**config.mk**
```make
export PLATFORM = sky130hd
export DESIGN_NAME = four_zone_threshold_detector_flat
export DESIGN_NICKNAME = d
export VERILOG_FILES = /design/src/rtl/core/ftd_pkg.sv /design/src/rtl/core/ftd_if.sv /design/src/rtl/core/four_zone_threshold_detector.sv /design/src/flat_wrapper.sv
export SDC_FILE = /design/constraint.sdc
export NUM_CORES = 1
export LEC_CHECK = 0
export BUFFER_PORTS_ARGS = -buffer_cell sky130_fd_sc_hd__buf_2
export CORE_AREA = 3 3 131 133
export DETAILED_ROUTE_END_ITERATION = 10
export DIE_AREA = 0 0 134 136
export PLACE_DENSITY = 0.61
export SLEW_MARGIN = 5
export SYNTH_ARGS = -nofsm -noshare
export SYNTH_HDL_FRONTEND = slang
export SYNTH_SLANG_ARGS = --single-unit
```
**constraint.sdc**
```tcl
create_clock -name clk_i -period 10.7 [get_ports clk_i]
set_input_delay 1.605 -clock clk_i [delete_from_list [all_inputs] [get_ports clk_i]]
set_output_delay 1.605 -clock clk_i [all_outputs]
set_load 0.01 [all_outputs]
```
**src/rtl/core/ftd_pkg.sv**
```systemverilog
// ----------------------------------------------------------------------------
// Four-zone threshold detector package
// Zone codes, configuration register indexes, field widths and reset values
// shared by the detector and its channel interfaces.
// ----------------------------------------------------------------------------
package ftd_pkg;

  // Thresholds are 16-bit signed fixed point and the band is 15 bits unsigned.
  localparam int unsigned LevelWidth    = 16;
  localparam int unsigned HystWidth     = 15;
  localparam int unsigned CfgIndexWidth = 3;
  localparam int unsigned CfgDataWidth  = 16;
  localparam int unsigned ZoneWidth     = 2;

  typedef enum logic [ZoneWidth-1:0] {
    ZoneLow      = 2'd0,
    ZoneNormal   = 2'd1,
    ZoneHigh     = 2'd2,
    ZoneCritical = 2'd3
  } zone_e;

  typedef enum logic [CfgIndexWidth-1:0] {
    RegLowLevel      = 3'd0,
    RegHighLevel     = 3'd1,
    RegCriticalLevel = 3'd2,
    RegHysteresis    = 3'd3
  } cfg_reg_e;

  typedef logic signed [LevelWidth-1:0] level_t;
  typedef logic        [HystWidth-1:0]  hyst_t;

  localparam level_t LowLevelRst      = 16'shE000;
  localparam level_t HighLevelRst     = 16'sh2000;
  localparam level_t CriticalLevelRst = 16'sh4000;
  localparam hyst_t  HysteresisRst    = 15'd512;

endpackage

```
**src/rtl/core/ftd_if.sv**
```systemverilog
// ----------------------------------------------------------------------------
// Four-zone threshold detector channel interfaces
// Valid/ready channels for samples, zone results and configuration writes.
// ----------------------------------------------------------------------------
interface ftd_sample_if #(
  parameter int unsigned SAMPLE_WIDTH = 16
);
  logic                           valid;
  logic                           ready;
  logic signed [SAMPLE_WIDTH-1:0] sample;

  modport source (output valid, output sample, input ready);
  modport sink   (input valid, input sample, output ready);
endinterface

interface ftd_zone_if;
  logic                            valid;
  logic                            ready;
  logic [ftd_pkg::ZoneWidth-1:0]   zone;

  modport source (output valid, output zone, input ready);
  modport sink   (input valid, input zone, output ready);
endinterface

interface ftd_cfg_if;
  logic                                valid;
  logic                                ready;
  logic [ftd_pkg::CfgIndexWidth-1:0]   index;
  logic [ftd_pkg::CfgDataWidth-1:0]    data;

  modport source (output valid, output index, output data, input ready);
  modport sink   (input valid, input index, input data, output ready);
endinterface

```
**src/rtl/core/four_zone_threshold_detector.sv**
```systemverilog
// ----------------------------------------------------------------------------
// Four-zone threshold detector
// The detector takes one signed sample per transfer and reports the zone
// (low, normal, high or critical) that the sample leaves it in, moving between
// zones with strict compares against programmable levels and a hysteresis
// band. It accepts one sample every clock cycle unless a stalled result holds
// the sample register full. Each result passes through the sample register and
// then the zone register, which is both the state and the result. A stalled
// result does not stop the next sample entering an empty sample register, and
// samples keep flowing at full rate whenever the result side takes a transfer
// every cycle. Configuration writes are accepted at any time but must only be
// issued while no sample is in flight; the zone starts at normal after reset.
// ----------------------------------------------------------------------------
module four_zone_threshold_detector #(
  parameter int unsigned SAMPLE_WIDTH = 16
) (
  input  logic        clk_i,
  input  logic        rst_ni,
  ftd_sample_if.sink  sample_i,
  ftd_zone_if.source  zone_o,
  ftd_cfg_if.sink     cfg_i
);
  import ftd_pkg::*;

  // All compares are done at a width that holds any sample, any level and a
  // level plus or minus the band, so no sum can wrap.
  localparam int unsigned CmpWidth =
      ((SAMPLE_WIDTH > LevelWidth) ? SAMPLE_WIDTH : LevelWidth) + 2;

  // Configuration registers.
  level_t low_level_q, high_level_q, critical_level_q;
  hyst_t  hysteresis_q;

  // Sample stage.
  logic                           s1_valid_q;
  logic signed [SAMPLE_WIDTH-1:0] s1_sample_q;

  // Zone register: holds the current zone and doubles as the result payload.
  zone_e zone_q, zone_d;
  logic  out_valid_q;

  logic out_free;
  logic s1_advance;
  logic sample_xfer;

  logic signed [CmpWidth-1:0] smp_ext, lo_ext, hi_ext, cr_ext, hy_ext;
  logic signed [CmpWidth-1:0] lo_plus_hy, hi_minus_hy, cr_minus_hy;

  // The result register is free when empty or when its result transfers now.
  assign out_free    = !out_valid_q || zone_o.ready;
  assign s1_advance  = s1_valid_q && out_free;
  assign sample_i.ready = !s1_valid_q || out_free;
  assign sample_xfer = sample_i.valid && sample_i.ready;

  assign zone_o.valid = out_valid_q;
  assign zone_o.zone  = zone_q;

  // Configuration is always taken; an unknown index is dropped.
  assign cfg_i.ready = 1'b1;

  always_ff @(posedge clk_i or negedge rst_ni) begin
    if (!rst_ni) begin
      low_level_q      <= LowLevelRst;
      high_level_q     <= HighLevelRst;
      critical_level_q <= CriticalLevelRst;
      hysteresis_q     <= HysteresisRst;
    end else if (cfg_i.valid) begin
      case (cfg_i.index)
        RegLowLevel:      low_level_q      <= level_t'(cfg_i.data);
        RegHighLevel:     high_level_q     <= level_t'(cfg_i.data);
        RegCriticalLevel: critical_level_q <= level_t'(cfg_i.data);
        RegHysteresis:    hysteresis_q     <= cfg_i.data[HystWidth-1:0];
        default: ;
      endcase
    end
  end

  // Sample register: control state is reset, the payload is not.
  always_ff @(posedge clk_i or negedge rst_ni) begin
    if (!rst_ni) begin
      s1_valid_q <= 1'b0;
    end else if (sample_i.ready) begin
      s1_valid_q <= sample_i.valid;
    end
  end

  always_ff @(posedge clk_i) begin
    if (sample_xfer) begin
      s1_sample_q <= sample_i.sample;
    end
  end

  // Sign-extend everything to the compare width; the band is unsigned.
  assign smp_ext = CmpWidth'(s1_sample_q);
  assign lo_ext  = CmpWidth'(low_level_q);
  assign hi_ext  = CmpWidth'(high_level_q);
  assign cr_ext  = CmpWidth'(critical_level_q);
  assign hy_ext  = signed'({{(CmpWidth - HystWidth){1'b0}}, hysteresis_q});

  assign lo_plus_hy  = lo_ext + hy_ext;
  assign hi_minus_hy = hi_ext - hy_ext;
  assign cr_minus_hy = cr_ext - hy_ext;

  // Zone transitions. Every compare is strict, so a sample that equals a
  // bound leaves the zone where it is. From normal, the low check wins when
  // the levels are out of order and both would fire.
  always_comb begin
    zone_d = zone_q;
    case (zone_q)
      ZoneLow: begin
        if (smp_ext > lo_plus_hy) zone_d = ZoneNormal;
      end
      ZoneNormal: begin
        if (smp_ext < lo_ext) begin
          zone_d = ZoneLow;
        end else if (smp_ext > hi_ext) begin
          zone_d = ZoneHigh;
        end
      end
      ZoneHigh: begin
        if (smp_ext > cr_ext) begin
          zone_d = ZoneCritical;
        end else if (smp_ext < hi_minus_hy) begin
          zone_d = ZoneNormal;
        end
      end
      ZoneCritical: begin
        if (smp_ext < cr_minus_hy) zone_d = ZoneHigh;
      end
      default: zone_d = ZoneNormal;
    endcase
  end

  // The zone register moves only when a sample leaves the sample stage, so
  // each sample sees the zone that the one before it left behind.
  always_ff @(posedge clk_i or negedge rst_ni) begin
    if (!rst_ni) begin
      zone_q      <= ZoneNormal;
      out_valid_q <= 1'b0;
    end else if (out_free) begin
      out_valid_q <= s1_valid_q;
      if (s1_valid_q) begin
        zone_q <= zone_d;
      end
    end
  end

`ifndef NO_ASSERTIONS
  // The zone never changes without a sample passing into the result register.
  assert property (@(posedge clk_i) disable iff (!rst_ni)
    !s1_advance |=> $stable(zone_q))
    else $error("zone changed without a sample advancing");

  // A new result appears only from a sample that was waiting in the stage.
  assert property (@(posedge clk_i) disable iff (!rst_ni)
    $rose(out_valid_q) |-> $past(s1_valid_q))
    else $error("result became valid without a pending sample");

  // Low can only be left toward normal.
  assert property (@(posedge clk_i) disable iff (!rst_ni)
    zone_q == ZoneLow |=> (zone_q == ZoneLow || zone_q == ZoneNormal))
    else $error("illegal transition out of the low zone");

  // Critical can only be left toward high.
  assert property (@(posedge clk_i) disable iff (!rst_ni)
    zone_q == ZoneCritical |=> (zone_q == ZoneCritical || zone_q == ZoneHigh))
    else $error("illegal transition out of the critical zone");
`endif

endmodule
```
**src/flat_wrapper.sv**
```systemverilog
// flat-port wrapper written by rule: the top's interface ports become plain ports
module four_zone_threshold_detector_flat import ftd_pkg::*;
#(
  parameter int unsigned SAMPLE_WIDTH = 16
)
  (clk_i, rst_ni, sample_i_valid, sample_i_sample, sample_i_ready, zone_o_valid, zone_o_zone, zone_o_ready, cfg_i_valid, cfg_i_index, cfg_i_data, cfg_i_ready);
  ftd_sample_if #(.SAMPLE_WIDTH(SAMPLE_WIDTH)) sample_i_i ();
  ftd_zone_if zone_o_i ();
  ftd_cfg_if cfg_i_i ();
  input  logic clk_i;
  input  logic rst_ni;
  input wire logic [$bits(sample_i_i.valid)-1:0] sample_i_valid;
  input wire logic [$bits(sample_i_i.sample)-1:0] sample_i_sample;
  output wire logic [$bits(sample_i_i.ready)-1:0] sample_i_ready;
  output wire logic [$bits(zone_o_i.valid)-1:0] zone_o_valid;
  output wire logic [$bits(zone_o_i.zone)-1:0] zone_o_zone;
  input wire logic [$bits(zone_o_i.ready)-1:0] zone_o_ready;
  input wire logic [$bits(cfg_i_i.valid)-1:0] cfg_i_valid;
  input wire logic [$bits(cfg_i_i.index)-1:0] cfg_i_index;
  input wire logic [$bits(cfg_i_i.data)-1:0] cfg_i_data;
  output wire logic [$bits(cfg_i_i.ready)-1:0] cfg_i_ready;
  assign sample_i_i.valid = sample_i_valid;
  assign sample_i_i.sample = sample_i_sample;
  assign sample_i_ready = sample_i_i.ready;
  assign zone_o_valid = zone_o_i.valid;
  assign zone_o_zone = zone_o_i.zone;
  assign zone_o_i.ready = zone_o_ready;
  assign cfg_i_i.valid = cfg_i_valid;
  assign cfg_i_i.index = cfg_i_index;
  assign cfg_i_i.data = cfg_i_data;
  assign cfg_i_ready = cfg_i_i.ready;
  four_zone_threshold_detector #(.SAMPLE_WIDTH(SAMPLE_WIDTH)) u_core (.clk_i(clk_i), .rst_ni(rst_ni), .sample_i(sample_i_i), .zone_o(zone_o_i), .cfg_i(cfg_i_i));
endmodule
```
---- Yosys cells after proc, flatten, opt, wreduce, memory -nomap -nowiden ----
Cells that the tools add are included.
operators by class
  reductions and logical operators ........ 12
  muxes and demuxes ....................... 7
  equal/unequal tests ..................... 10
  magnitude comparators ................... 6
  add/sub/neg operators ................... 3
operators with widths
  cell                                                                     count
  16-bit by 17-bit less-than comparator with 1-bit output                  2
  16-bit by 16-bit subtractor with 17-bit output                           2
  16-bit > comparator                                                      2
  16-bit by 16-bit adder with 17-bit output                                1
  16-bit by 17-bit > comparator with 1-bit output                          1
  16-bit less-than comparator                                              1
  2-bit two-way mux                                                        6
  2-bit case mux with 4 select lines                                       1
  2-bit AND reduction                                                      4
  3-bit by 2-bit equality test with 1-bit output, second input constant    2
  3-bit by 1-bit inequality test with 1-bit output, second input constant  2
  6-bit AND reduction                                                      1
  2-bit equality test, second input constant                               2
  2-bit by 1-bit inequality test with 1-bit output, second input constant  2
  3-bit by 1-bit equality test with 1-bit output, second input constant    1
  3-bit zero test                                                          1
  2-bit by 1-bit equality test with 1-bit output, second input constant    1
  1-bit zero test                                                          2
  2-bit zero test                                                          1
  1-bit logical OR                                                         2
  1-bit logical AND                                                        1
word-level totals
  register bits ........................... 83
  word-level logic and storage cells ...... 46

---- Longest topological paths before layout ----
Gate-level depths: netlist of run 1.
  depth in word-level cells ............... 5
  mapped depth ............................ 18

---- Worst setup path after synthesis of run 1 ----
No wires, ideal clock.
  kind .................................... reg2reg
  start point ............................. reg u_core.critical_level_q[0]
  end point ............................... reg u_core.zone_q[1] (netlist: u_core.zone_o.zone[1])
  period minus slack after synthesis ...... 4,370 ps
  required time ........................... 10,559 ps
  setup slack ............................. 6,330 ps
  arrival time ............................ 4,229 ps
  stages on the path, launching flop included .. 19
  cells stage by stage .................... dfrtp_1 inv_1 ha_1 inv_1 fa_1 a211oi_1 o21ai_2 a311o_1 a211o_1 a31o_1 a21oi_2 xor2_1 ha_1 a21o_1 a2111oi_0 a211oi_1 or4_1 o21ai_0 o221ai_1
between the ends
  longest elaborated chain between the ends .. 4
  elaborated cells between the ends (all ways) .. 8
RTL lines
  what                                                        RTL line                             text
  start: declaration                                          four_zone_threshold_detector.sv:31   level_t low_level_q, high_level_q, critical_level_q;
  start signal: assignment                                    four_zone_threshold_detector.sv:65   critical_level_q <= CriticalLevelRst;
  start signal: assignment                                    four_zone_threshold_detector.sv:71   RegCriticalLevel: critical_level_q <= level_t'(cfg_i.data);
  16-bit by 16-bit subtractor with 17-bit output              four_zone_threshold_detector.sv:102  assign cr_minus_hy = cr_ext - hy_ext;
  16-bit by 17-bit less-than comparator with 1-bit output     four_zone_threshold_detector.sv:128  if (smp_ext < cr_minus_hy) zone_d = ZoneHigh;
  2-bit by 1-bit inequality test with 1-bit output (no line)  -
  6-bit AND reduction (no line)                               -
  end signal: assignment                                      four_zone_threshold_detector.sv:138  zone_q <= ZoneNormal;
  end signal: assignment                                      four_zone_threshold_detector.sv:143  zone_q <= zone_d;
  end: declaration                                            four_zone_threshold_detector.sv:39   zone_e zone_q, zone_d;
Parallel ways exist; a longest one is shown, timed or not.
A chain may end at the register's enable or synchronous reset.

---- Worst setup path after layout of run 1 ----
Same ends and word-level chain as after synthesis.

==> results of run 1 <==
==> worst max-delay path: stages, from the launching register on <==
cell and delay [ps]:
dfrtp_1 380, inv_1 70, ha_1 170, inv_1 60
fa_1 420, a211oi_1 360, o21ai_2 130, a311o_1 330
a211o_1 310, a31o_1 220, a21oi_2 180, xor2_1 170
ha_1 260, a21o_1 190, a2111oi_0 460, a211oi_1 70
or4_1 600, nand3b_1 190, o221ai_1 210
==> layer usage <==
metal  track usage (%)  routed length, um  up-vias
li1                  -                  -     2965
met1              28.9               8720     2863
met2              35.3               8640      170
met3              2.33                937       28
met4              6.57                401        0
met5                 0                  0        -
==> cell usage after synthesis (5+ instances only) <==
cell type,n,area (sq um)
inv_1,77,289
nand4_1,13,81.3
and2_1,6,37.5
mux2_2,16,180
xor2_1,18,158
clkbuf_1,10,37.5
dfstp_2,7,184
nor2_1,26,97.6
a21o_1,16,120
and3_1,6,37.5
a211oi_1,12,90.1
nand3_1,21,105
nand2_1,79,297
ha_1,141,1760
o211ai_1,8,60.1
nor3_1,18,90.1
o21a_1,5,37.5
nand2b_1,13,81.3
xnor2_1,17,149
a21oi_1,46,230
dfrtp_1,60,1500
edfxtp_1,16,480
o21ai_0,79,395
nand3b_1,5,37.5
nor2b_1,9,56.3
a31oi_1,6,37.5
==> where the power goes <==
group / leakage [nW] / switching (mW) / internal, mW
Combinational: 2.65 / 0.553 / 0.442
Clock: 0.157 / 0.130 / 0.208
Sequential: 0.949 / 0.0541 / 0.387
Total: 3.75 / 0.737 / 1.04
==> logic make-up after synthesis <==
logic type,after synthesis,synth area share [%]
and+or+nand+nor,214,14.7
AOI/OAI and AO/OA,208,18.3
adders and majority gates,144,25.4
buffers and inverters,88,4.65
DFF,83,30.2
xor gates and xnor gates,35,4.27
muxes,16,2.51
other,1,0.0522
==> state kept, by name, summed over array words and instances (netlist names) <==
name,cells
u_core.zone_o.zone,2
u_core.critical_level_q,16
u_core.s1_valid_q,1
u_core.low_level_q,16
u_core.high_level_q,16
u_core.hysteresis_q,15
u_core.zone_o.valid,1
u_core.s1_sample_q,16
==> worst paths after layout <==
path                                                  from                      to  slack (ps)  cells after the start
max in group asynchronous                           rst_ni  u_core.low_level_q[11]        8630                      2
worst min register to register           u_core.s1_valid_q     u_core.zone_o.valid         500                      1
worst min-delay path                     u_core.s1_valid_q     u_core.zone_o.valid         500                      1
worst max-delay path            u_core.critical_level_q[0]   u_core.zone_o.zone[1]        5820                     18
min in group asynchronous                           rst_ni   u_core.low_level_q[2]        1480                      2
worst max register to register  u_core.critical_level_q[0]   u_core.zone_o.zone[1]        5820                     18
==> layout make-up <==
type                    count  share of cell area (%)
clock buffers              13                    3.51
clock inverters             3                   0.531
inverters                  77                    3.61
multi-input cells         618                    58.9
flip-flops and latches     83                    27.0
well taps                 216                    3.37
repair buffers             47                    3.06
==> metrics by stage <==
stage | instance area (sq um) | std cells | util, % | worst slack, ps
final | 8010 | 1057 | 50.2 | 5820
after global routing | 8010 | 1057 | 50.2 | 5620
after CTS | 8010 | 1057 | 50.2 | 5880
after detailed placement | 7690 | 1041 | 48.2 | 5910
after global placement | 7690 | 1041 | 48.2 | 6070
after floorplan | 7180 | 789 | - | 6330
==> impl_metrics.ini, run 1 <==
[pwr]
p_per_area_nw_per_um2 = 221
power_mw = 1.77
peakVddDrop_v = 0.000108
p_leak_nw = 3.75

[final_layout]
drive_gt1_share_pct = 11.5
final_cell_mix = 141 x ha_1, 79 x nand2_1, 79 x o21ai_0
layout_commonest_cell = ha_1
area_growth_pct = 11.6
fill_cells = 1488
diodes = 0
regArea_sq_um = 2170
multi_input_area_sq_um = 4720
fin_nets = 1020

[run]
maxCapViolCount = 0

[sta]
skew_ps = 5.74
slew_violations = 0
hold_violations = 0
tightest_slew_ps = 941
setup_violations = 0
hold_ws_ps = 496
fmax_mhz = 205
rsz0062_at_grt = no
min_period_over_period_pct = 45.6
relSlewSlack_pct = 35.7
final.setup.tns_ps = 0
finalCriticalPeriod_ps = 4880

[place]
place_congestion = 0.964
hpwl_mm = 15.2
portBuffers = 43

[synthesis]
synth_nets = 973
synth-edff-count = 16
yosysSeqAreaShare_pct = 30.2
synthArstFlopShare_pct = 80.7
ys_types = 59
yosys_most_used_dff = dfrtp_1
synth-seq-cells = 83
synth_area_sq_um = 7180
syn_area_per_cell_sq_um = 9.10
ys_warn_count = 0
synthCells = 789

[run_status]
status = completed

[drt]
wl_mm = 18.7
drt_iter0_drc = 242
first_pass_iters = 4
vias = 6026
drcViolationCount = 0
detail_route.wl_per_cell_um = 17.7
viasPerCell = 5.70
drtAntennaViolNets = 0

[clocking]
root_buffer = clkbuf_16
cts_resized = 0
clk_latency_ps = 340
cts_max_level = 3
clk_pin_slew_ps = 70
cts_tree = yes
post_cts_buffers = 0
ctsHoldBuffers = 0
cts_buffers = 9
clkSinkCount = 83
clk_path_buf_depth = 2

[critical_path]
critPathKind = reg2reg
critPathLaunchType = flop
cp_max_fo = 4
cp.arrival_ps = 5130
cp.required_ps = 10950
endpoint_kind = flop

[die]
start_util_pct = 45.0
io_pins = 45
core_region_area_sq_um = 15900
rows = 46
die_area_sq_um = 18200
die_h_um = 136
die_x_um = 134

[worst_hold_path]
worstHoldPathType = reg2reg

[grt]
grt_usage_pct = 21.1
grt_pass1_wl_mm = 30.3
grt_overflow_total = 0
grt_start_max_net_pins = 68
grt_pass1_vias = 6043
antenna_found_initial = 0
Power figures use the tool's default switching activity.
==> inputs of run 2 (changes only) <==
--- a/config.mk
+++ b/config.mk
@@ -9,7 +9,7 @@
 export CORE_AREA = 3 3 131 133
 export DETAILED_ROUTE_END_ITERATION = 10
 export DIE_AREA = 0 0 134 136
-export PLACE_DENSITY = 0.61
+export PLACE_DENSITY = 0.63
 export SLEW_MARGIN = 5
 export SYNTH_ARGS = -nofsm -noshare
 export SYNTH_HDL_FRONTEND = slang
==> constraint.sdc (replaced) <==
create_clock -name clk_i -period 4.2 [get_ports clk_i]
set_input_delay 0.63 -clock clk_i [delete_from_list [all_inputs] [get_ports clk_i]]
set_output_delay 0.63 -clock clk_i [all_outputs]
set_load 0.01 [all_outputs]
==> impl_metrics.ini, run 2 (synthesized netlist as in run 1, its figures left out) <==
[run_status]
status = finished, violations left
failed_checks = setup timing

[critical_path]
regToRegStartpoint = u_core.critical_level_q[0]
endpoint_kind = flop
critPathLaunchType = flop
critPathKind = reg2reg
reg2reg_to = u_core.zone_o.zone[1]
cp.arrival_ps = 4590
crit_path_start = u_core.critical_level_q[0]
crit_path_end = u_core.zone_o.zone[1]
r2r_cells = 18
cp_max_fo = 4
cp_cell_sequence = inv_2 > ha_4 > inv_2 > fa_2 > a211oi_4 > o21ai_2 > a311o_1 > a211o_1 > a31o_1 > a21oi_2 > xor2_1 > ha_1 > a21o_1 > a2111oi_4 > a211oi_2 > or4_4 > nand3b_1 > o221ai_1
reg2reg_setup_slack_ps = -140
cpMostUsedCell = inv_2
slowest_stage = or4_4
cpPeakStageDelay_ps = 550
cp.required_ps = 4450

[place]
place_inst = 1065
dpl_worst_slack_ps = -271
place_congestion = 0.885
hpwl_mm = 14.8
dpl_cell_area_sq_um = 7880
portBuffers = 43

[worst_hold_path]
worstHoldPathType = in2reg

[final_layout]
finalNonFillerCells = 1085
stdcell_area_sq_um = 8310
drive_gt1_share_pct = 15.9
final_cell_mix = 140 x ha_1, 79 x nand2_1, 78 x o21ai_0
diodes = 0
fin_nets = 1048
area_growth_pct = 15.7
layout_commonest_cell = ha_1
fill_cells = 1504

[die]
die_area_sq_um = 18200
rows = 46
core_region_area_sq_um = 15900
start_util_pct = 45.0
die_h_um = 136
die_x_um = 134
io_pins = 45

[pwr]
p_seq_share_pct = 23.6
peakVddDrop_v = 0.000247
clkPwrFrac_pct = 18.9
switching_share_pct = 40.9
p_comb_share_pct = 57.5
p_leak_nw = 3.91
p_per_area_nw_per_um2 = 573
switchingPower_mw = 1.95
p_int_mw = 2.81

[clocking]
clk_pin_slew_ps = 70
clk_latency_ps = 340
cts_tree = yes
clk_path_buf_depth = 2
clkSinkCount = 83
root_buffer = clkbuf_16
cts_buffers = 9
ctsHoldBuffers = 0
cts_max_level = 3

[grt]
grt_usage_pct = 21.3
antenna_found_initial = 0
grt_pass1_vias = 6231
grt_pass1_wl_mm = 30.6
grt_overflow_total = 0
grt_start_max_net_pins = 68

[sta]
rsz0062_at_grt = yes
min_period_over_period_pct = 103
fmax_mhz = 231
hold_violations = 0
slew_violations = 0
tightest_slew_ps = 917
hold_ws_ps = 460
worst_slack_ps = -137
finalCriticalPeriod_ps = 4340
setup_violations = 2
skew_ps = 5.55
relSlewSlack_pct = 38.9

[drt]
drcViolationCount = 0
first_pass_iters = 5
drt_iter0_drc = 340
vias = 5958
wl_mm = 18.4
viasPerCell = 5.49
detail_route.wl_per_cell_um = 17.0
drtAntennaViolNets = 0

[run]
maxCapViolCount = 0
-- run 2: cell count changes in the layout (fill, tap and decap cells not counted), moves of 2 or more --
cell      change
buf_4        +28
inv_1         -2
a211oi_1      -3
a211oi_2      +2
inv_2         +2
clkbuf_8      -2
-- run 2: worst min-delay path by stage --
stage | from | end | slack, ps | cells past startpoint
6_report | sample_i_sample[3] | u_core.s1_sample_q[3] | 460 | 1
5_1_grt | sample_i_sample[7] | u_core.s1_sample_q[7] | 450 | 1
4_1_cts | sample_i_sample[1] | u_core.s1_sample_q[1] | 450 | 1
3_5_place_dp | u_core.low_level_q[13] | u_core.low_level_q[13] | 520 | 2
3_3_place_gp | u_core.high_level_q[13] | u_core.high_level_q[13] | 510 | 2
2_1_floorplan | rst_ni | u_core.critical_level_q[0] | 330 | 0
-- run 2: power by group through the flow --
| stage | Combinational [mW] | Sequential (mW) | Clock [mW] |
|---|---|---|---|
| 2_1_floorplan | 1.95 | 1.09 | 0 |
| 3_3_place_gp | 2.60 | 1.13 | 0 |
| 3_5_place_dp | 2.63 | 1.13 | 0 |
| 4_1_cts | 2.70 | 1.12 | 0.924 |
| 5_1_grt | 3.12 | 1.14 | 0.952 |
| 6_report | 2.74 | 1.12 | 0.901 |
-- run 2: what timing repair did --
action	4_1_cts	5_1_grt
setup endpoints to repair	2	2
setup buffers	2	2
gates resized for setup	8	3
pin swaps	5	1
cloned	0	0
-- run 2: per-stage QoR --
step | total power, mW | setup TNS, ps | utilization, %
final | 4.76 | -203 | 52.1
after global routing | 5.22 | -540 | 52.1
after CTS | 4.75 | -188 | 51.9
after detailed placement | 3.76 | -504 | 49.4
after global placement | 3.73 | -374 | 49.4
after floorplan | 3.04 | -30.4 | -
-- run 2: routing by layer --
metal / vias up / track usage [%] / part of all wire, %
li1: 3014 / - / -
met5: - / 0 / 0
met3: 23 / 2.26 / 2.7
met2: 102 / 35.7 / 46
met1: 2819 / 29.0 / 49
met4: 0 / 7.14 / 2.1
-- run 2: layout make-up --
class / count / area [sq um] / area share [%]
clock buffers: 10 / 250 / 3.01
clock inverters: 6 / 85.1 / 1.02
inverters: 77 / 289 / 3.48
multi-input cells: 618 / 4790 / 57.7
flip-flops and latches: 83 / 2170 / 26.1
well taps: 216 / 270 / 3.25
repair buffers: 75 / 455 / 5.48
-- run 2: critical path, delay by kind of cell, from the launching register on --
kind,cells,cell delay [ps]
flops,1,390
buf+inv,2,120
xor+xnor,1,180
simple gates,2,720
fa+ha+maj,3,770
compound gates,10,2070
==> inputs of run 3 (changes only) <==
--- a/config.mk
+++ b/config.mk
@@ -9,7 +9,7 @@
 export CORE_AREA = 3 3 131 133
 export DETAILED_ROUTE_END_ITERATION = 10
 export DIE_AREA = 0 0 134 136
-export PLACE_DENSITY = 0.63
+export PLACE_DENSITY = 0.64
 export SLEW_MARGIN = 5
 export SYNTH_ARGS = -nofsm -noshare
 export SYNTH_HDL_FRONTEND = slang
==> impl_metrics.ini, run 3 (synthesized netlist as in run 1, its figures left out) <==
[critical_path]
cpMostUsedCell = buf_4
reg2reg_to = u_core.zone_o.zone[1]
critPathLaunchType = flop
slowest_stage = or4_4
path_delay_family = compound AO/OA/AOI/OAI gates
regToRegStartpoint = u_core.critical_level_q[0]
endpoint_kind = flop
cp.arrival_ps = 4580
cp.required_ps = 4460
cp_num_buf_inv = 11
cp_max_fo = 4
cpPeakStageDelay_ps = 440
critPathKind = reg2reg
r2r_cells = 25
reg2reg_setup_slack_ps = -120

[grt]
antenna_found_initial = 0
grt_start_max_net_pins = 47
grt_usage_pct = 21.0
grt_pass1_wl_mm = 30.3
grt_pass1_vias = 6043
grt_overflow_total = 0

[clocking]
clkSinkCount = 83
clk_latency_ps = 340
clk_pin_slew_ps = 70
clk_path_buf_depth = 2
cts_tree = yes
cts_max_level = 3
root_buffer = clkbuf_16
cts_buffers = 9

[final_layout]
fin_nets = 1057
fin_util_pct = 52.5
layout_commonest_cell = ha_1
area_growth_pct = 16.5
diodes = 0
final_cell_mix = 140 x ha_1, 79 x nand2_1, 78 x o21ai_0
drive_gt1_share_pct = 17.3
finalNonFillerCells = 1094

[drt]
drcViolationCount = 0
detail_route.wl_per_cell_um = 16.9
viasPerCell = 5.55
drtAntennaViolNets = 0
first_pass_iters = 5
drt_iter0_drc = 290
wl_mm = 18.5
vias = 6067

[die]
die_x_um = 134
die_area_sq_um = 18200
die_h_um = 136
start_util_pct = 45.0
rows = 46
core_region_area_sq_um = 15900
io_pins = 45

[sta]
hold_violations = 0
worst_slack_ps = -116
fmax_mhz = 232
slew_violations = 0
setup_violations = 2
rsz0062_at_grt = yes
tightest_slew_ps = 907
finalCriticalPeriod_ps = 4320
relSlewSlack_pct = 39.2
hold_ws_ps = 247
skew_ps = 5.46
min_period_over_period_pct = 103

[place]
portBuffers = 43
place_inst = 1064
hpwl_mm = 14.9
place_congestion = 0.880

[pwr]
peakVddDrop_v = 0.000221
p_per_area_nw_per_um2 = 571
p_leak_nw = 3.93

[run_status]
failed_checks = setup timing
status = finished, violations left

[run]
maxCapViolCount = 0

[worst_hold_path]
worstHoldPathType = in2async
## run 3: how the worst max path moves through the flow
stage                                  to  slack (ps)  depth (start not counted)                  startpoint
finish              u_core.zone_o.zone[1]        -120                         25  u_core.critical_level_q[0]
global route        u_core.zone_o.zone[1]        -310                         18  u_core.critical_level_q[0]
CTS                 u_core.zone_o.zone[1]         -80                         18  u_core.critical_level_q[0]
detailed placement  u_core.zone_o.zone[1]        -300                         18  u_core.critical_level_q[0]
global placement    u_core.zone_o.zone[1]        -180                         18  u_core.critical_level_q[0]
floorplan           u_core.zone_o.zone[1]         -30                         18  u_core.critical_level_q[0]
## run 3: layout make-up
class / count / area [sq um]
multi-input cells: 618 / 4820
repair buffers: 84 / 523
clock inverters: 7 / 76.3
clock buffers: 9 / 225
well taps: 216 / 270
fillers: 1455 / 7580
inverters: 77 / 289
flip-flops and latches: 83 / 2170
## run 3: power by group
part	switching (mW)	leakage, nW	internal, mW
sequential	0.137	0.949	0.985
clock	0.354	0.142	0.465
combinational	1.50	2.84	1.33
total	1.99	3.93	2.78
## run 3: metal layers
metal,wire length [um],vias to the layer above,GRT usage (%)
met5,0,-,0
met1,9020,2898,29.2
met4,306,0,5.77
li1,-,3035,-
met2,8610,113,35.3
met3,584,21,1.81
## run 3: timing repair
action                     4_1_cts  5_1_grt
buffers inserted                12        2
hold endpoints to repair         0        0
setup endpoints to repair        2        2
pin swaps                        6        2
hold buffers                     0        0
cloned                           0        0
resized for setup                6       10
## run 3: through the flow
step / setup slack [ps] / setup TNS (ps) / power, mW / instance area, sq um
after floorplan: -29.6 / -30.4 / 3.04 / 7200
after global placement: -177 / -321 / 3.72 / 7880
after detailed placement: -301 / -555 / 3.76 / 7880
after CTS: -84.3 / -169 / 4.69 / 8290
after global routing: -305 / -598 / 5.22 / 8370
final: -116 / -224 / 4.77 / 8370
